## src/rtl/core/fcf_pkg.sv

```systemverilog
// Shared types and constants for the FIR convolution filter.
// No dependencies; used by fcf_ctrl, fcf_datapath and fir_convolution_filter.

package fcf_pkg;

    localparam int VALUE_W = 16;
    localparam int INDEX_W = 9;
    localparam int TAPS_W  = 10;
    localparam int OUT_W   = 41;
    localparam int PROD_W  = 2 * VALUE_W;

    localparam logic [1:0] OP_LOAD   = 2'd0;
    localparam logic [1:0] OP_SAMPLE = 2'd1;
    localparam logic [1:0] OP_FLUSH  = 2'd2;

    typedef enum logic [1:0] {
        ST_IDLE,
        ST_ISSUE,
        ST_DRAIN
    } state_t;

    // commands from controller to datapath
    typedef struct packed {
        logic coef_wr;
        logic hist_wr;
        logic hist_zero;
        logic acc_clear;
        logic issue;
        logic out_load;
    } cmd_t;

    typedef struct packed {
        logic pipe_empty;
    } sts_t;

endpackage

```

## src/rtl/core/fcf_ctrl.sv

```systemverilog
// Controller for the FIR convolution filter: handshakes, tap count register,
// tap sequencing. Depends on fcf_pkg.

module fcf_ctrl #(
    parameter int MAX_TAPS = 512
) (
    input  logic                        clk,
    input  logic                        rst_n,
    input  logic                        in_valid,
    output logic                        in_ready,
    input  logic [1:0]                  op,
    output logic                        out_valid,
    input  logic                        out_ready,
    input  logic                        cfg_valid,
    output logic                        cfg_ready,
    input  logic [fcf_pkg::TAPS_W-1:0]  cfg_data,
    input  fcf_pkg::sts_t               sts,
    output fcf_pkg::cmd_t               cmd,
    output logic [$clog2(MAX_TAPS)-1:0] tap_idx
);

    localparam int AW = $clog2(MAX_TAPS);
    localparam int CW = $clog2(MAX_TAPS + 1);
    localparam int TW = CW + 1;

    fcf_pkg::state_t state_reg, state_next;
    logic [fcf_pkg::TAPS_W-1:0] tap_count_reg;
    logic [AW-1:0]              tap_reg, tap_next;
    logic                       out_valid_reg, out_valid_next;
    logic [CW-1:0]              taps;
    logic                       last_tap;
    logic                       accept;

    // tap count of zero acts as one, above the store depth as the depth
    always_comb
    begin
        if (tap_count_reg == '0)
            taps = CW'(1);
        else if (int'(tap_count_reg) > MAX_TAPS)
            taps = CW'(MAX_TAPS);
        else
            taps = CW'(tap_count_reg);
    end

    assign last_tap  = (TW'(tap_reg) + TW'(1)) == TW'(taps);
    assign in_ready  = (state_reg == fcf_pkg::ST_IDLE);
    assign accept    = in_valid && in_ready;
    assign cfg_ready = 1'b1;
    assign out_valid = out_valid_reg;
    assign tap_idx   = tap_reg;

    always_comb
    begin
        state_next     = state_reg;
        tap_next       = tap_reg;
        cmd            = '0;
        out_valid_next = out_valid_reg && !out_ready;
        case (state_reg)
            fcf_pkg::ST_IDLE:
            begin
                tap_next = '0;
                if (accept)
                begin
                    if (op == fcf_pkg::OP_LOAD)
                        cmd.coef_wr = 1'b1;
                    if (op == fcf_pkg::OP_SAMPLE || op == fcf_pkg::OP_FLUSH)
                    begin
                        cmd.hist_wr   = 1'b1;
                        cmd.hist_zero = (op == fcf_pkg::OP_FLUSH);
                        cmd.acc_clear = 1'b1;
                        state_next    = fcf_pkg::ST_ISSUE;
                    end
                end
            end
            fcf_pkg::ST_ISSUE:
            begin
                cmd.issue = 1'b1;
                if (last_tap)
                    state_next = fcf_pkg::ST_DRAIN;
                else
                    tap_next = tap_reg + AW'(1);
            end
            fcf_pkg::ST_DRAIN:
            begin
                // result slot must be free or emptying this cycle
                if (sts.pipe_empty && (!out_valid_reg || out_ready))
                begin
                    cmd.out_load   = 1'b1;
                    out_valid_next = 1'b1;
                    state_next     = fcf_pkg::ST_IDLE;
                end
            end
            default:
            begin
                state_next = fcf_pkg::ST_IDLE;
            end
        endcase
    end

    always_ff @(posedge clk or negedge rst_n)
    begin
        if (!rst_n)
        begin
            state_reg     <= fcf_pkg::ST_IDLE;
            tap_reg       <= '0;
            out_valid_reg <= 1'b0;
            tap_count_reg <= fcf_pkg::TAPS_W'(512);
        end
        else
        begin
            state_reg     <= state_next;
            tap_reg       <= tap_next;
            out_valid_reg <= out_valid_next;
            if (cfg_valid && cfg_ready)
                tap_count_reg <= cfg_data;
        end
    end

endmodule

```

## config.mk

```make
export PLATFORM = sky130hd
export DESIGN_NAME = fcf_ctrl
export DESIGN_NICKNAME = d
export VERILOG_FILES = /design/src/rtl/core/fcf_pkg.sv /design/src/rtl/core/fcf_ctrl.sv
export SDC_FILE = /design/constraint.sdc
export NUM_CORES = 1
export LEC_CHECK = 0
export BUFFER_PORTS_ARGS = -buffer_cell sky130_fd_sc_hd__buf_2
export CAP_MARGIN = 15
export CORE_MARGIN = 2
export CORE_UTILIZATION = 58
export CTS_CLUSTER_SIZE = 30
export DETAILED_ROUTE_END_ITERATION = 7
export GPL_ROUTABILITY_DRIVEN = 0
export GPL_TIMING_DRIVEN = 0
export PLACE_DENSITY = 0.85
export REMOVE_ABC_BUFFERS = 1
export SLEW_MARGIN = 40
export SYNTH_ARGS = -nofsm -noshare
export SYNTH_HDL_FRONTEND = slang
export SYNTH_SLANG_ARGS = --single-unit
```

## constraint.sdc

```tcl
create_clock -name clk -period 6.8 [get_ports clk]
set_clock_uncertainty 0.2 [all_clocks]
set_input_delay 1.02 -clock clk [delete_from_list [all_inputs] [get_ports clk]]
set_output_delay 1.02 -clock clk [all_outputs]
set_load 0.05 [all_outputs]
```

## Yosys cells after proc, flatten, opt, wreduce, memory -nomap -nowiden

Cells that the tools add are included.

- Add/subtract/negate cells: 2
- Multiply operators: 0
- Divide/modulo/power cells: 0
- $lt $le $gt $ge: 1
- Equality and inequality tests: 10
- Shift-type cells: 0
- Mux-type cells: 18
- Bitwise gates (word level): 0
- Reductions and logical operators: 13

Operators with widths:

| cell | count |
|---|---|
| two-way mux 10 bit | 2 |
| one-hot mux 9 bit (2 select lines) | 1 |
| adder 9 x 1 -> 10 bit (second input constant) | 1 |
| equality test 10 bit | 1 |
| greater-than comparator 10 bit (second input constant) | 1 |
| logical NOT 10 bit | 1 |
| adder 9 x 1 -> 9 bit (second input constant) | 1 |
| two-way mux 9 bit | 1 |
| two-way mux 2 bit | 4 |
| two-way mux 4 bit | 2 |
| two-way mux 1 bit | 6 |
| != test 2 bit (second input constant) | 3 |
| one-hot mux 2 bit (3 select lines) | 1 |
| equality test 2 x 1 -> 1 bit (second input constant) | 2 |
| equality test 2 bit (second input constant) | 2 |
| logical NOT 2 bit | 2 |
| != test 2 x 1 -> 1 bit (second input constant) | 2 |
| AND reduction 4 bit | 1 |
| logical AND 1 bit | 3 |
| two-way mux 3 bit | 1 |
| logical NOT 1 bit | 2 |
| logical OR 1 bit | 2 |
| AND reduction 2 bit | 1 |
| nonzero test 2 bit | 1 |

- Register bits: 22
- Bits in latches: 0
- RAM bits: 0
- ROM bits: 0
- Input port bits: 18
- Output and inout bits: 18
- Logic and storage cells: 48
- Memories kept: 0

## Longest topological paths before layout

- Word-level depth: 6
- Mapped depth: 9
- Gate-level depth less buffers: 8

## Worst setup path after synthesis

OpenSTA, ideal clock, no wires.

- Kind: input -> output
- Start: input port op[0]
- End: output port cmd[4] in the netlist's numbering
- Arrival time: 2084 ps
- Required time: 5580 ps
- Setup slack: 3496 ps
- Cell stages on the path: 4
- Path buffers: 1
- Cells stage by stage: inv_1 -> ha_1 -> and3_1 -> buf_4

RTL lines:

| item | RTL line | text |
|---|---|---|
| from (decl) | fcf_ctrl.sv:11 | `input logic [1:0] op,` |
| to (decl) | fcf_ctrl.sv:18 | `output fcf_pkg::cmd_t cmd,` |

## Worst setup path after layout

- Start: register tap_reg[0] (netlist: tap_idx[0])
- End: register tap_reg[8] (netlist: tap_idx[8])

- Word-level cells in the longest chain between the ends: 4
- Elaborated cells on any way between the ends: 7
- Those cells by class: add/sub (2); eq/ne (2); mux (2); reduce/logical (1)

Ends and longest elaborated chain:

| item | RTL line | text |
|---|---|---|
| from (decl) | fcf_ctrl.sv:28 | `logic [AW-1:0] tap_reg, tap_next;` |
| from (signal assigned) | fcf_ctrl.sv:112 | `tap_reg <= tap_next;` |
| adder 9 x 1 -> 10 bit | fcf_ctrl.sv:45 | `assign last_tap = (TW'(tap_reg) + TW'(1)) == TW'(taps);` |
| equality test 10 bit | fcf_ctrl.sv:45 |  |
| != test 2 bit (no source line) | n/a |  |
| AND reduction 2 bit (no source line) | n/a |  |

Parallel ways exist; a longest one is shown, timed or not. The select of a mux whose other input is x is not followed.
A chain may end at the register's enable or synchronous reset.

==> run metrics <==
crit path time final 3.310 ns; synthesized instance count 174; Die Wd 56.59 um; final hold violations 0; fin area 1750 um2; gr usage total 26.59%; Final period util 48.68%; clk slew on worst S/H paths 0.13 ns; Worst Setup End Kind register; total die area 3202 um2; total of max-cap violations 0; clk buf depth 2; WL/cell 16.58 um; Nets 219; Peak Freq 302.1 MHz; fillers 225; Crit path required time 6.82 ns; Lkg Pwr 0.8468 nW; area of placed instances 1724 um2; first-pass GRT wire length 6637 um; largest net degree at the start of global routing 23; cell row count 19; I/O Buffers 34; Peak VDD IR 0.2480 mV; Final Max Tran Viols 0; Die Y 56.59 um; Clock Sinks 22; Avg Cell Area, Syn 9.219 um2; drt first pass iters 4; Antenna diodes 0; worst-skew pair later-pin latency 0.32 ns; Power Dens Cells 318.9 nW/um2; critical path startpoint category register; Largest register FFs 10; most numerous cell in the Yosys netlist dfrtp_1; routed wl met2 1965 um; CTS Root Cell clkbuf_4; vias in the first global route 1424; vias per inst 6.500; met1 wire length 1495 um; detailed placement HPWL 2763 um; Post-synth EDFFs 0; Routed Antenna Nets 0; initial antenna violation count 0; core area 2686 um2; Seq cells post-synth 22; routed via count 1482; H-Tree Depth 1; final setup vio count 0; worst rel slew slack 61.77%; share of cells above drive strength 1 27.41%; Yosys top cell area share 32.76%; post-CTS sizing 0; top_reg_cell synth dfrtp_1; final core area utilization 65.16%; Setup Fix Bufs, Post-CTS 0; TritonCTS Buffers 3; synth top area cells dfrtp_1 33%, mux2_2 7.0%, nand2_1 3.7%, and3_1 3.5%, xnor2_1 3.3%; routed wire length 3781 um; Post-CTS Hold Fix Bufs 0; critical path peak fanout 12; setup TNS 0 ns; Hold Crit Class register to register; P&R area growth vs syn 9.126%; max layer used met4; slew at the pin with the worst max-slew slack 0.5687 ns; Routed met3 length 247 um; gr ovfl total 0; initial core utilization 59.71%; Arrival @ worst endpoint 3.33 ns; unrepaired setup endpoints after global routing false; post-synth top area cell dfrtp_1; Starting DRT DRC Count 78; CTS tree built; Post-synth top cells 21 x dfrtp_1, 16 x nand2_1, 10 x mux2_2, 9 x and3_1, 9 x nor2_1; Post-Syn Area 1604 um2; run status completed; worst setup path class register to register; asr flop ratio synth 100.0%; Ys Warns 0; Netlist cell types 56; IO Count 36; DRC errors left 0; Seq/Total Area, Yosys 34.40%
==> kinds of logic after synthesis <==
family          synth area share (%)
simple gates                   25.35
compound gates                 17.08
flops                          34.40
buf+inv                        6.941
mux                            7.020
xor+xnor                       6.630
fa+ha+maj                      2.340
other cells                   0.2338
==> metal layers <==
metal,global-route usage [%],vias up
met5,0,-
li1,-,686
met3,4.147,9
met2,44.52,66
met1,34.13,721
met4,10.88,0
==> final cells by class <==
cell class	count	area [um2]	area share, %
inverter	6	22.52	1.287
timing repair buffer	34	170.2	9.721
multi-input combinational	131	940.9	53.75
sequential	22	551.8	31.52
tap	31	38.79	2.216
clock buffer	4	26.28	1.501
==> stage by stage <==
| stage | setup slack [ns] | instances | total power [mW] | hold WS [ns] |
|---|---|---|---|---|
| after floorplan | 3.421 | 159 | 0.4208 | 0.2957 |
| after global placement | 3.753 | 224 | 0.4773 | 0.2887 |
| after detailed placement | 3.586 | 224 | 0.4913 | 0.3036 |
| after CTS | 3.554 | 228 | 0.5562 | 0.3327 |
| after global routing | 3.240 | 228 | 0.5919 | 0.3837 |
| final | 3.490 | 228 | 0.5582 | 0.3318 |
==> where the power goes <==
| group | switching, mW | leakage, nW | total, mW | internal, mW |
|---|---|---|---|---|
| registers | 0.0550 | 0.274 | 0.208 | 0.153 |
| logic | 0.176 | 0.558 | 0.285 | 0.108 |
| clock network | 0.0426 | 0.0150 | 0.0656 | 0.0230 |
==> placed cells by master, fill, tap and decap left out, drive strengths merged, types with 2 or more instances in the layout <==
cell type and instances:
a31oi 5, inv 6, a221o 2, a22o 2, nand2b 3, o21ai 3, nand3 6, o211ai 3
a21oi 5, mux2 10, nand4 3, xnor3 2, a211o 5, xnor2 6, nor3 3, nor4 4
ha 3, nand2 17, buf 34, nor4b 3, dfrtp 21, clkbuf 4, nor2b 5, nor2 9
and3 10
==> critical path, stage by stage, from the launching register on <==
cell and delay, ns:
dfrtp_1 0.58, ha_1 0.36, nand3_1 0.24, nor2_1 0.23, o211ai_1 0.17, nor4_2 0.56, nand3_2 0.34, and3_1 0.27
a211o_1 0.27
==> final timing paths <==
path / from / to / slack, ns / depth (start not counted)
max: tap_idx[0] / tap_idx[8] / 3.49 / 8
min: out_valid / out_valid / 0.33 / 2
max reg2reg: tap_idx[0] / tap_idx[8] / 3.49 / 8
min reg2reg: out_valid / out_valid / 0.33 / 2
max in group asynchronous: rst_n / tap_count_reg[9] / 5.58 / 1
min in group asynchronous: rst_n / tap_count_reg[5] / 0.46 / 1
Power figures use the tool's default switching activity.
